[config.mk]
export PLATFORM = sky130hd
export DESIGN_NAME = pad3d_source_index_core
export DESIGN_NICKNAME = d
export VERILOG_FILES = /design/src/hdl/p3si_pkg.sv /design/src/hdl/pad3d_source_index_core.sv /design/src/hdl/p3si_axis_map.sv /design/src/hdl/p3si_index_mac.sv
export SDC_FILE = /design/constraint.sdc
export NUM_CORES = 2
export LEC_CHECK = 0
export ABC_AREA = 1
export BUFFER_PORTS_ARGS = -buffer_cell sky130_fd_sc_hd__buf_4
export CAP_MARGIN = 40
export CORE_UTILIZATION = 40
export DETAILED_ROUTE_END_ITERATION = 6
export HOLD_SLACK_MARGIN = 0.03
export REMOVE_ABC_BUFFERS = 1
export SKIP_LAST_GASP = 1
export SLEW_MARGIN = 20
export SYNTH_ARGS = -nofsm -noshare
export SYNTH_HDL_FRONTEND = slang
export SYNTH_HIERARCHICAL = 1
export SYNTH_SLANG_ARGS = --single-unit
export TNS_END_PERCENT = 30
[constraint.sdc]
create_clock -name clk -period 48.8 [get_ports clk]
set_input_delay 4.88 -clock clk [delete_from_list [all_inputs] [get_ports clk]]
set_output_delay 4.88 -clock clk [all_outputs]
set_load 0.01 [all_outputs]
[src/hdl/p3si_pkg.sv]
// ----------------------------------------------------------------------------
// p3si_pkg
// Shared types and constants for the 3-D padding source index generator.
// ----------------------------------------------------------------------------
package p3si_pkg;

    // Axis mapping mode
    typedef enum logic [1:0] {
        MODE_CONSTANT  = 2'd0,
        MODE_REFLECT   = 2'd1,
        MODE_REPLICATE = 2'd2,
        MODE_CIRCULAR  = 2'd3
    } pad_mode_t;

    // Configuration register indexes
    localparam logic [2:0] REG_PAD_MODE      = 3'd0;
    localparam logic [2:0] REG_SOURCE_DEPTH  = 3'd1;
    localparam logic [2:0] REG_SOURCE_HEIGHT = 3'd2;
    localparam logic [2:0] REG_SOURCE_WIDTH  = 3'd3;
    localparam logic [2:0] REG_FRONT_PAD     = 3'd4;
    localparam logic [2:0] REG_TOP_PAD       = 3'd5;
    localparam logic [2:0] REG_LEFT_PAD      = 3'd6;
    localparam logic [2:0] REG_FILL_VALUE    = 3'd7;

    localparam int CFG_INDEX_BITS = 3;
    localparam int CFG_DATA_BITS  = 32;
    localparam int EXTENT_BITS    = 11;   // width of size and pad registers
    localparam int FIELD_BITS     = 12;   // width of one coordinate field
    localparam int INDEX_BITS     = 30;   // width of the source index
    localparam int WORD_BITS      = 32;   // width of the fill word
    localparam int IN_DATA_BITS   = 40;
    localparam int OUT_DATA_BITS  = 64;

endpackage

[src/hdl/pad3d_source_index_core.sv]
// ----------------------------------------------------------------------------
// pad3d_source_index_core
// Source address generator for 3-D tensor padding.
//
// Channel  Dir  Handshake        Payload
// s_axis   in   tvalid/tready    tdata: depth[11:0] row[23:12] col[35:24]
// m_axis   out  tvalid/tready    tdata: fill_word[31:0] source_index[61:32]
//                                tuser: use_fill
// cfg      in   cfg_we           cfg_index, cfg_data
//
// One request is taken per cycle while the output is not stalled. The pipe's
// depth grows with AW, the larger of the coordinate and extent widths (AW is
// 12 at default settings), via the one-bit-per-stage circular remainder pipe.
// Reset clears the valid bits and sets the configuration registers to their defaults.
// A stall at the output holds every stage; nothing is dropped or repeated.
// ----------------------------------------------------------------------------
module pad3d_source_index_core #(
    parameter int MAX_EXTENT = 1024,
    parameter int COORD_BITS = 12
) (
    input  logic                                 clk,
    input  logic                                 rst_n,
    input  logic                                 s_tvalid,
    output logic                                 s_tready,
    // depth[11:0], row[23:12], col[35:24], zero fill above
    input  logic [p3si_pkg::IN_DATA_BITS-1:0]    s_tdata,
    output logic                                 m_tvalid,
    input  logic                                 m_tready,
    // fill_word[31:0], source_index[61:32], zero fill above
    output logic [p3si_pkg::OUT_DATA_BITS-1:0]   m_tdata,
    // use_fill[0]
    output logic                                 m_tuser,
    input  logic                                 cfg_we,
    input  logic [p3si_pkg::CFG_INDEX_BITS-1:0]  cfg_index,
    input  logic [p3si_pkg::CFG_DATA_BITS-1:0]   cfg_data
);
    import p3si_pkg::*;

    localparam int EXT_BITS = $clog2(MAX_EXTENT + 1);
    localparam int CW       = (COORD_BITS < FIELD_BITS) ? COORD_BITS : FIELD_BITS;
    localparam int AW       = (CW > EXT_BITS) ? CW : EXT_BITS;
    localparam int LAT      = AW + 4;

    pad_mode_t              mode_reg;
    logic [EXTENT_BITS-1:0] depth_reg;
    logic [EXTENT_BITS-1:0] height_reg;
    logic [EXTENT_BITS-1:0] width_reg;
    logic [EXTENT_BITS-1:0] front_reg;
    logic [EXTENT_BITS-1:0] top_reg;
    logic [EXTENT_BITS-1:0] left_reg;
    logic [WORD_BITS-1:0]   fill_reg;

    // Configuration writes
    always_ff @(posedge clk or negedge rst_n)
    begin
        if (!rst_n)
        begin
            mode_reg   <= MODE_CONSTANT;
            depth_reg  <= EXTENT_BITS'(1);
            height_reg <= EXTENT_BITS'(1);
            width_reg  <= EXTENT_BITS'(1);
            front_reg  <= '0;
            top_reg    <= '0;
            left_reg   <= '0;
            fill_reg   <= '0;
        end
        else if (cfg_we)
        begin
            case (cfg_index)
                REG_PAD_MODE:      mode_reg   <= pad_mode_t'(cfg_data[1:0]);
                REG_SOURCE_DEPTH:  depth_reg  <= cfg_data[EXTENT_BITS-1:0];
                REG_SOURCE_HEIGHT: height_reg <= cfg_data[EXTENT_BITS-1:0];
                REG_SOURCE_WIDTH:  width_reg  <= cfg_data[EXTENT_BITS-1:0];
                REG_FRONT_PAD:     front_reg  <= cfg_data[EXTENT_BITS-1:0];
                REG_TOP_PAD:       top_reg    <= cfg_data[EXTENT_BITS-1:0];
                REG_LEFT_PAD:      left_reg   <= cfg_data[EXTENT_BITS-1:0];
                REG_FILL_VALUE:    fill_reg   <= cfg_data[WORD_BITS-1:0];
                default:           ;
            endcase
        end
    end

    // Saturate sizes and pads; a zero size acts as one
    logic [EXT_BITS-1:0] nd, nh, nw, pf, pt, pl;

    always_comb
    begin
        nd = (depth_reg == '0) ? EXT_BITS'(1) :
             (32'(depth_reg) > 32'(MAX_EXTENT)) ? EXT_BITS'(MAX_EXTENT) : EXT_BITS'(depth_reg);
        nh = (height_reg == '0) ? EXT_BITS'(1) :
             (32'(height_reg) > 32'(MAX_EXTENT)) ? EXT_BITS'(MAX_EXTENT) : EXT_BITS'(height_reg);
        nw = (width_reg == '0) ? EXT_BITS'(1) :
             (32'(width_reg) > 32'(MAX_EXTENT)) ? EXT_BITS'(MAX_EXTENT) : EXT_BITS'(width_reg);
        pf = (32'(front_reg) > 32'(MAX_EXTENT)) ? EXT_BITS'(MAX_EXTENT) : EXT_BITS'(front_reg);
        pt = (32'(top_reg) > 32'(MAX_EXTENT)) ? EXT_BITS'(MAX_EXTENT) : EXT_BITS'(top_reg);
        pl = (32'(left_reg) > 32'(MAX_EXTENT)) ? EXT_BITS'(MAX_EXTENT) : EXT_BITS'(left_reg);
    end

    // Plane size, registered off the configuration
    logic [2*EXT_BITS-1:0] plane_reg;

    always_ff @(posedge clk)
    begin
        plane_reg <= nh * nw;
    end

    // Valid bits travel with the stages; the whole pipe holds on a stall
    logic           adv;
    logic [LAT-1:0] vld_reg;
    logic [LAT-1:0] vld_next;

    assign adv      = !vld_reg[LAT-1] || m_tready;
    assign s_tready = adv;
    assign vld_next = {vld_reg[LAT-2:0], s_tvalid};

    always_ff @(posedge clk or negedge rst_n)
    begin
        if (!rst_n)
            vld_reg <= '0;
        else if (adv)
            vld_reg <= vld_next;
    end

    logic [EXT_BITS-1:0] md, mh, mw;
    logic                od, oh, ow;

    p3si_axis_map #(.CW(CW), .EXT_BITS(EXT_BITS), .AW(AW)) u_axis_d (
        .clk(clk), .en(adv), .mode(mode_reg), .coord(s_tdata[CW-1:0]),
        .pad(pf), .size(nd), .mapped(md), .outside(od)
    );

    p3si_axis_map #(.CW(CW), .EXT_BITS(EXT_BITS), .AW(AW)) u_axis_h (
        .clk(clk), .en(adv), .mode(mode_reg), .coord(s_tdata[FIELD_BITS+CW-1:FIELD_BITS]),
        .pad(pt), .size(nh), .mapped(mh), .outside(oh)
    );

    p3si_axis_map #(.CW(CW), .EXT_BITS(EXT_BITS), .AW(AW)) u_axis_w (
        .clk(clk), .en(adv), .mode(mode_reg),
        .coord(s_tdata[2*FIELD_BITS+CW-1:2*FIELD_BITS]),
        .pad(pl), .size(nw), .mapped(mw), .outside(ow)
    );

    logic [INDEX_BITS-1:0] index;
    logic                  use_fill;

    p3si_index_mac #(.EXT_BITS(EXT_BITS)) u_mac (
        .clk(clk), .en(adv), .d(md), .h(mh), .w(mw),
        .outside(od || oh || ow), .plane(plane_reg), .width(nw),
        .index(index), .fill(use_fill)
    );

    // Output packing
    assign m_tvalid = vld_reg[LAT-1];
    assign m_tuser  = use_fill;
    assign m_tdata  = {{(OUT_DATA_BITS-WORD_BITS-INDEX_BITS){1'b0}}, index, fill_reg};

    // Checks
    a_fill_zero_index: assert property (@(posedge clk) disable iff (!rst_n)
        m_tvalid && m_tuser |-> m_tdata[WORD_BITS+INDEX_BITS-1:WORD_BITS] == '0)
        else $error("fill result carries a nonzero index");

    a_hold_on_stall: assert property (@(posedge clk) disable iff (!rst_n)
        !adv |=> $stable(vld_reg))
        else $error("valid bits moved during a stall");

    a_accept_enters: assert property (@(posedge clk) disable iff (!rst_n)
        s_tvalid && s_tready |=> vld_reg[0])
        else $error("accepted request missing from the first stage");

endmodule

[src/hdl/p3si_axis_map.sv]
// ----------------------------------------------------------------------------
// p3si_axis_map
// Maps one padded coordinate back into the source axis. One register stage
// removes the pad and resolves constant, reflect and replicate; AW
// compare-subtract stages reduce the offset for circular mode; one stage
// fixes the sign of the wrapped remainder.
// ----------------------------------------------------------------------------
module p3si_axis_map #(
    parameter int CW       = 12,
    parameter int EXT_BITS = 11,
    parameter int AW       = 12
) (
    input  logic                 clk,
    input  logic                 en,
    input  p3si_pkg::pad_mode_t  mode,
    input  logic [CW-1:0]        coord,
    input  logic [EXT_BITS-1:0]  pad,
    input  logic [EXT_BITS-1:0]  size,
    output logic [EXT_BITS-1:0]  mapped,
    output logic                 outside
);
    import p3si_pkg::*;

    localparam int RW = AW + 3;
    localparam int SW = AW + EXT_BITS;

    logic signed [RW-1:0] rel;
    logic signed [RW-1:0] n_s;
    logic signed [RW-1:0] abs_v;
    logic signed [RW-1:0] mirror;
    logic signed [RW-1:0] refl;
    logic signed [RW-1:0] pick;
    logic signed [RW-1:0] clamped;
    logic                 out_c;

    // Remove the pad and resolve the non-wrapping modes
    always_comb
    begin
        rel    = $signed({{(RW-CW){1'b0}}, coord}) - $signed({{(RW-EXT_BITS){1'b0}}, pad});
        n_s    = $signed({{(RW-EXT_BITS){1'b0}}, size});
        abs_v  = (rel < 0) ? -rel : rel;
        mirror = (n_s <<< 1) - abs_v - RW'(2);
        refl   = (mirror < abs_v) ? mirror : abs_v;
        out_c  = 1'b0;
        case (mode)
            MODE_REFLECT:   pick = refl;
            MODE_REPLICATE: pick = rel;
            MODE_CIRCULAR:  pick = '0;
            default:
            begin
                pick  = rel;
                out_c = (rel < 0) || (rel >= n_s);
            end
        endcase
        if (pick < 0)
            clamped = '0;
        else if (pick > n_s - RW'(1))
            clamped = n_s - RW'(1);
        else
            clamped = pick;
        if (out_c)
            clamped = '0;
    end

    logic [EXT_BITS-1:0] val_reg  [AW+1];
    logic                out_reg  [AW+1];
    logic                neg_reg  [AW+1];
    logic [AW-1:0]       rem_reg  [AW+1];

    // Entry stage
    always_ff @(posedge clk)
    begin
        if (en)
        begin
            val_reg[0] <= clamped[EXT_BITS-1:0];
            out_reg[0] <= out_c;
            neg_reg[0] <= (rel < 0);
            rem_reg[0] <= abs_v[AW-1:0];
        end
    end

    // Restoring reduction, one divisor multiple per stage
    for (genvar i = 0; i < AW; i++)
    begin : g_step
        logic [SW-1:0] dv;
        logic [SW-1:0] rem_ext;
        logic [AW-1:0] rem_next;

        always_comb
        begin
            dv       = {{AW{1'b0}}, size} << (AW - 1 - i);
            rem_ext  = {{EXT_BITS{1'b0}}, rem_reg[i]};
            rem_next = (rem_ext >= dv) ? (rem_reg[i] - dv[AW-1:0]) : rem_reg[i];
        end

        always_ff @(posedge clk)
        begin
            if (en)
            begin
                val_reg[i+1] <= val_reg[i];
                out_reg[i+1] <= out_reg[i];
                neg_reg[i+1] <= neg_reg[i];
                rem_reg[i+1] <= rem_next;
            end
        end
    end

    logic [EXT_BITS-1:0] r;
    logic [EXT_BITS-1:0] wrap;
    logic [EXT_BITS-1:0] mapped_reg;
    logic                outside_reg;

    // Fold negative offsets back from the top of the axis
    always_comb
    begin
        r    = rem_reg[AW][EXT_BITS-1:0];
        wrap = (neg_reg[AW] && (r != '0)) ? (size - r) : r;
    end

    always_ff @(posedge clk)
    begin
        if (en)
        begin
            mapped_reg  <= (mode == MODE_CIRCULAR) ? wrap : val_reg[AW];
            outside_reg <= out_reg[AW];
        end
    end

    assign mapped  = mapped_reg;
    assign outside = outside_reg;

endmodule

[src/hdl/p3si_index_mac.sv]
// ----------------------------------------------------------------------------
// p3si_index_mac
// Forms d*H*W + h*W + w in two register stages: products, then the sum.
// ----------------------------------------------------------------------------
module p3si_index_mac #(
    parameter int EXT_BITS = 11
) (
    input  logic                              clk,
    input  logic                              en,
    input  logic [EXT_BITS-1:0]               d,
    input  logic [EXT_BITS-1:0]               h,
    input  logic [EXT_BITS-1:0]               w,
    input  logic                              outside,
    input  logic [2*EXT_BITS-1:0]             plane,
    input  logic [EXT_BITS-1:0]               width,
    output logic [p3si_pkg::INDEX_BITS-1:0]   index,
    output logic                              fill
);
    import p3si_pkg::*;

    localparam int PW    = 3 * EXT_BITS;
    localparam int SUM_W = (PW + 2 > INDEX_BITS) ? PW + 2 : INDEX_BITS;

    logic [PW-1:0]         pd_reg;
    logic [2*EXT_BITS-1:0] ph_reg;
    logic [EXT_BITS-1:0]   pw_reg;
    logic                  po_reg;
    logic [SUM_W-1:0]      sum;
    logic [INDEX_BITS-1:0] index_reg;
    logic                  fill_reg;

    // Multiply stage
    always_ff @(posedge clk)
    begin
        if (en)
        begin
            pd_reg <= d * plane;
            ph_reg <= h * width;
            pw_reg <= w;
            po_reg <= outside;
        end
    end

    // Sum stage, zero the index where the fill value is taken
    always_comb
    begin
        sum = SUM_W'(pd_reg) + SUM_W'(ph_reg) + SUM_W'(pw_reg);
    end

    always_ff @(posedge clk)
    begin
        if (en)
        begin
            index_reg <= po_reg ? '0 : sum[INDEX_BITS-1:0];
            fill_reg  <= po_reg;
        end
    end

    assign index = index_reg;
    assign fill  = fill_reg;

endmodule
# Yosys cells after proc, flatten, opt, wreduce, memory -nomap -nowiden
# Memory sizes are Yosys's and may differ from the RTL's. A register that Yosys moved wholly into a read port is not among the register bits.
# Cells that the tools add are included.
[classes]
reduce_logical = 26
n_addsub = 56
n_lt_le_gt_ge = 57
multipliers = 3
mux = 74
n_eq_ne = 10
[op_table]
columns = ["cell", "n"]
rows = [
  ["12-bit 2-to-1 mux", 36],
  ["12-bit subtractor", 33],
  ["11-bit 2-to-1 mux", 24],
  ["15-bit 2-to-1 mux", 6],
  ["15-bit one-hot mux with 2 select lines", 3],
  ["12-bit by 22-bit >= comparator with 1-bit output", 3],
  ["11-bit > comparator (second input constant)", 6],
  ["12-bit by 21-bit >= comparator with 1-bit output", 3],
  ["12-bit by 20-bit >= comparator with 1-bit output", 3],
  ["12-bit by 19-bit >= comparator with 1-bit output", 3],
  ["12-bit by 18-bit >= comparator with 1-bit output", 3],
  ["12-bit by 17-bit >= comparator with 1-bit output", 3],
  ["12-bit by 16-bit >= comparator with 1-bit output", 3],
  ["12-bit by 15-bit >= comparator with 1-bit output", 3],
  ["15-bit by 12-bit > comparator with 1-bit output", 3],
  ["15-bit by 1-bit less-than comparator with 1-bit output (second input constant)", 3],
  ["15-bit less-than comparator", 3],
  ["13-bit negator with 15-bit output", 3],
  ["13-bit by 15-bit subtractor with 15-bit output", 3],
  ["15-bit by 3-bit subtractor with 15-bit output (second input constant)", 3],
  ["11-bit by 11-bit multiplier with 22-bit output", 2],
  ["12-bit by 14-bit >= comparator with 1-bit output", 3],
  ["12-bit by 13-bit >= comparator with 1-bit output", 3],
  ["13-bit by 12-bit >= comparator with 1-bit output", 3],
  ["24 further kinds", 65],
]
[totals]
in_bits = 80
wordCells = 257
ramBits = 975
ff_bits = 266
memories = 12
[mem_list]
columns = ["name", "depth", "width", "read_ports", "rd_ports_with_merged_regs", "write_ports", "line_no", "text"]
rows = [
  ["u_axis_d.rem_reg", 13, 12, 13, 0, 13, "p3si_axis_map.sv:68", "logic [AW-1:0] rem_reg [AW+1];"],
  ["u_axis_h.rem_reg", 13, 12, 13, 0, 13, "p3si_axis_map.sv:68", ""],
  ["u_axis_w.rem_reg", 13, 12, 13, 0, 13, "p3si_axis_map.sv:68", ""],
  ["u_axis_d.val_reg", 13, 11, 13, 0, 13, "p3si_axis_map.sv:65", "logic [EXT_BITS-1:0] val_reg [AW+1];"],
  ["u_axis_h.val_reg", 13, 11, 13, 0, 13, "p3si_axis_map.sv:65", ""],
  ["u_axis_w.val_reg", 13, 11, 13, 0, 13, "p3si_axis_map.sv:65", ""],
  ["6 more memories", "-", "-", "-", "-", "-", "-", ""],
]

# Logic depth before layout (Yosys ltp)
[depth]
ltp_word = 14
ltp_mapped = 65
ltp_nobuf = 63

# Hierarchy
# Netlist, hierarchy kept.
[modules_own_cells]
columns = ["module", "seq_area_each_um2", "n_inst", "cells_per_inst", "area_each_um2"]
rows = [
  ["p3si_axis_map at u_axis_h", 10089.7, 1, 1585, 17765.8],
  ["p3si_axis_map at u_axis_w", 10089.7, 1, 1591, 17708.2],
  ["p3si_axis_map at u_axis_d", 10089.7, 1, 1564, 17688.2],
  ["p3si_index_mac", 2852.7, 1, 2307, 17488.0],
  ["pad3d_source_index_core", 3347.0, 1, 1130, 9469.1],
]

# Worst setup path before layout
# No wires, ideal clock.
[synth_path]
path_kind = "input to output"
startpoint = "input port m_tready"
endpoint = "output port s_tready"
stages = 3
setup_slack_ns = 9.107
t_arrival_ns = 34.813
required_time_ns = 43.920
path_cell_list = "inv_1 nand2_1 buf_1"
[synth_between]
elab_chain_len = 1
[synth_rtl]
columns = ["element", "line_no", "text"]
rows = [
  ["start: declaration", "pad3d_source_index_core.sv:28", "input logic m_tready,"],
  ["1-bit logical OR", "pad3d_source_index_core.sv:112", "assign adv = !vld_reg[LAT-1] || m_tready;"],
  ["end: declaration", "pad3d_source_index_core.sv:24", "output logic s_tready,"],
]
# No other way between the ends.

==> flow_summary.json <==
{
  "syn_area_per_cell_sq_um": 9.798,
  "rows": 163,
  "cts.repair.resized": 0,
  "vias": 55130,
  "cts_setup_buffers": 0,
  "ys.flop_type": "edfxtp_1",
  "finalCritPeriodShare_pct": 26.63,
  "antenna_left": 0,
  "final_hold_viol_count": 0,
  "slew_headroom_pct": 28.55,
  "period_minus_slack_ps": 12990,
  "synth-seq-cells": 1241,
  "cts.sinks": 1241,
  "drt_iter0_markers": 3658,
  "arrival_ps": 13510,
  "setup_viol": 0,
  "port_buffers": 140,
  "synth.top_cell.area_share_pct": 41.34,
  "reg2reg_to": "u_axis_w/val_reg[0][6]$_SDFFCE_PP0P_",
  "worst_path_most_repeated_cell": "nand2_1",
  "nets": 9580,
  "cts_max_path_buffers": 3,
  "antenna_found_initial": 1,
  "grtUsageTotal_pct": 18.71,
  "seq_area_frac_synth_pct": 45.52,
  "yosys.area.top_type": "edfxtp_1",
  "gp_congestion": 0.9173,
  "crit_slowest_cell": "nand2_1",
  "cts_tree": "yes",
  "status": "completed",
  "r2r-start": "left_reg[2]$_DFFE_PN0P_",
  "fillCellCount": 18640,
  "synth_cell_types": 72,
  "wl_per_cell_um": 16.92,
  "fp.dieH_um": 449.5,
  "drive_gt1_share_pct": 7.811,
  "whs_path_depth": 0,
  "skew_ps": 30.48,
  "max_freq_mhz": 76.95,
  "finalMaxSlewViolations": 0,
  "synth_area_sq_um": 80120,
  "die_w_um": 449.5,
  "synthMostInstantiatedCell": "inv_1",
  "grt_start_max_net_pins": 199,
  "overflow": 0,
  "rsz0062_at_grt": "no",
  "r2r_cells": 52,
  "path_clk_slew_ps": 60,
  "grt_pass1_vias": 55640,
  "htree_levels": 4,
  "worst_pin_slew_ps": 1072,
  "hpwlAfterDp_um": 142300,
  "required_ps": 49320,
  "min_from": "u_axis_w/mapped[7]$_DFFE_PP_",
  "cp_max_fo": 20,
  "path_class": "input pin to flop",
  "crit_path_end_kind": "flop",
  "regArea_sq_um": 36470,
  "drv_cap": 0,
  "ys_warn_count": 6,
  "syn_inst": 8177,
  "via_per_inst": 4.936,
  "hp-class": "flop to flop",
  "multiInputGateArea_sq_um": 37330,
  "postSynth.asyncResetShare_pct": 9.347,
  "area_growth_pct": 12.11,
  "die_area_sq_um": 202100,
  "finalWirelength_um": 189000,
  "clock_latency_ps": 790,
  "grt_first_pass_wirelength_um": 298900,
  "synth-edff-count": 1103,
  "initial_core_util_pct": 40.42,
  "tns_ps": 0,
  "dr.pass1.iters": 6,
  "synthTopCellsByArea": "edfxtp_1 (41%), ha_1 (11%), fa_1 (9.7%), inv_1 (7.1%), nand2_1 (6.7%)",
  "max_stage_delay_ps": 490,
  "drc": 0,
  "io_pins": 147,
  "critPathLaunchType": "input pin",
  "synth.top_cells.by_count": "inv_1 (1,505), nand2_1 (1,437), edfxtp_1 (1,103), nor2_1 (713), ha_1 (696)",
  "numCtsBuffers": 142,
  "hold_end": "u_mac/pw_reg[7]$_DFFE_PP_",
  "cts_hold_buf": 0,
  "regToRegSetupSlack_ps": 38780,
  "cts_root_buffer": "clkbuf_16",
  "coreArea_sq_um": 198200
}
[worst max path at each step]
| stage | from | to | slack [ps] | cells after the start |
|---|---|---|---|---|
| 2_1_floorplan | m_tready | s_tready | 15360 | 2 |
| 3_3_place_gp | s_tdata[12] | u_axis_h/val_reg[0][9]$_SDFFCE_PP0P_ | 35240 | 48 |
| 3_5_place_dp | s_tdata[12] | u_axis_h/val_reg[0][9]$_SDFFCE_PP0P_ | 35180 | 48 |
| 4_1_cts | s_tdata[12] | u_axis_h/val_reg[0][9]$_SDFFCE_PP0P_ | 36000 | 48 |
| 5_1_grt | s_tdata[12] | u_axis_h/val_reg[0][9]$_SDFFCE_PP0P_ | 35040 | 48 |
| 6_report | s_tdata[12] | u_axis_h/val_reg[0][9]$_SDFFCE_PP0P_ | 35810 | 48 |
[critical path, delay by kind of cell]
family,cells,cell delay (ps)
xor gates and xnor gates,2,520
and+or+nand+nor,17,2820
buffers and inverters,7,710
adders and majority gates,6,1820
AOI/OAI and AO/OA,16,2740
[through the flow]
step	instance area, sq um	std cells	setup slack (ps)	util, %	hold slack [ps]
final	89820	11170	35810	45.31	394.3
after global routing	89820	11170	35040	45.31	402.3
after CTS	89770	11160	36000	45.28	392.2
after detailed placement	85040	10910	35180	42.90	404.5
after global placement	84320	10870	35240	42.54	400.1
after floorplan	79540	8039	15360	-	400.3
[logic make-up after synthesis]
| logic type | Yosys count | synth area share (%) |
|---|---|---|
| flops | 1241 | 45.52 |
| fa+ha+maj | 1084 | 20.56 |
| xor+xnor | 322 | 3.529 |
| simple gates | 2712 | 14.43 |
| mux | 41 | 0.5638 |
| buf+inv | 1688 | 7.997 |
| compound gates | 1082 | 7.368 |
| other cells | 7 | 0.03280 |
[routing by layer]
layer / track usage (%) / vias to the layer above / part of all wire (%)
li1: - / 27270 / -
met1: 24.05 / 26340 / 44
met2: 31.83 / 1202 / 48
met3: 2.669 / 318 / 4.5
met4: 7.098 / 0 / 3.5
met5: 0 / - / 0
[cell usage in the layout (no fill, tap or decap), types with 18 or more instances in the layout]
master	synthesis	routed
nand4_1	77	77
nor2_1	713	709
xor2_1	224	224
inv_1	1505	1505
edfxtp_1	1103	1103
conb_1	7	20
a21oi_1	578	578
a211oi_1	25	25
dfxtp_1	22	22
nand3_1	173	173
o21ai_0	310	310
clkinv_2	0	19
fa_1	388	388
inv_2	27	27
buf_4	5	197
nor4_1	64	64
clkinv_1	4	23
nor2_2	35	37
clkbuf_1	126	26
mux2_2	33	33
nand3_2	18	18
clkbuf_16	0	152
xnor2_1	97	97
o21bai_1	41	41
nand2_2	56	56
a31oi_1	20	20
dfrtp_1	113	112
nand2_1	1437	1436
ha_1	696	696
nor3_1	51	51
o211ai_1	31	31
[final cells by class]
class                           count  area share [%]
Tap cell                         2640           3.677
Sequential cell                  1241           40.60
Antenna cell                        4         0.01114
Timing Repair Buffer              233           2.460
Clock inverter                     71          0.8441
Inverter                         1537           6.429
Clock buffer                      183           4.420
Multi-Input combinational cell   5261           41.56
Power is left out: the tool's default activity adds up to more than one toggle a clock period on the data nets, which glitch-free logic cannot reach.
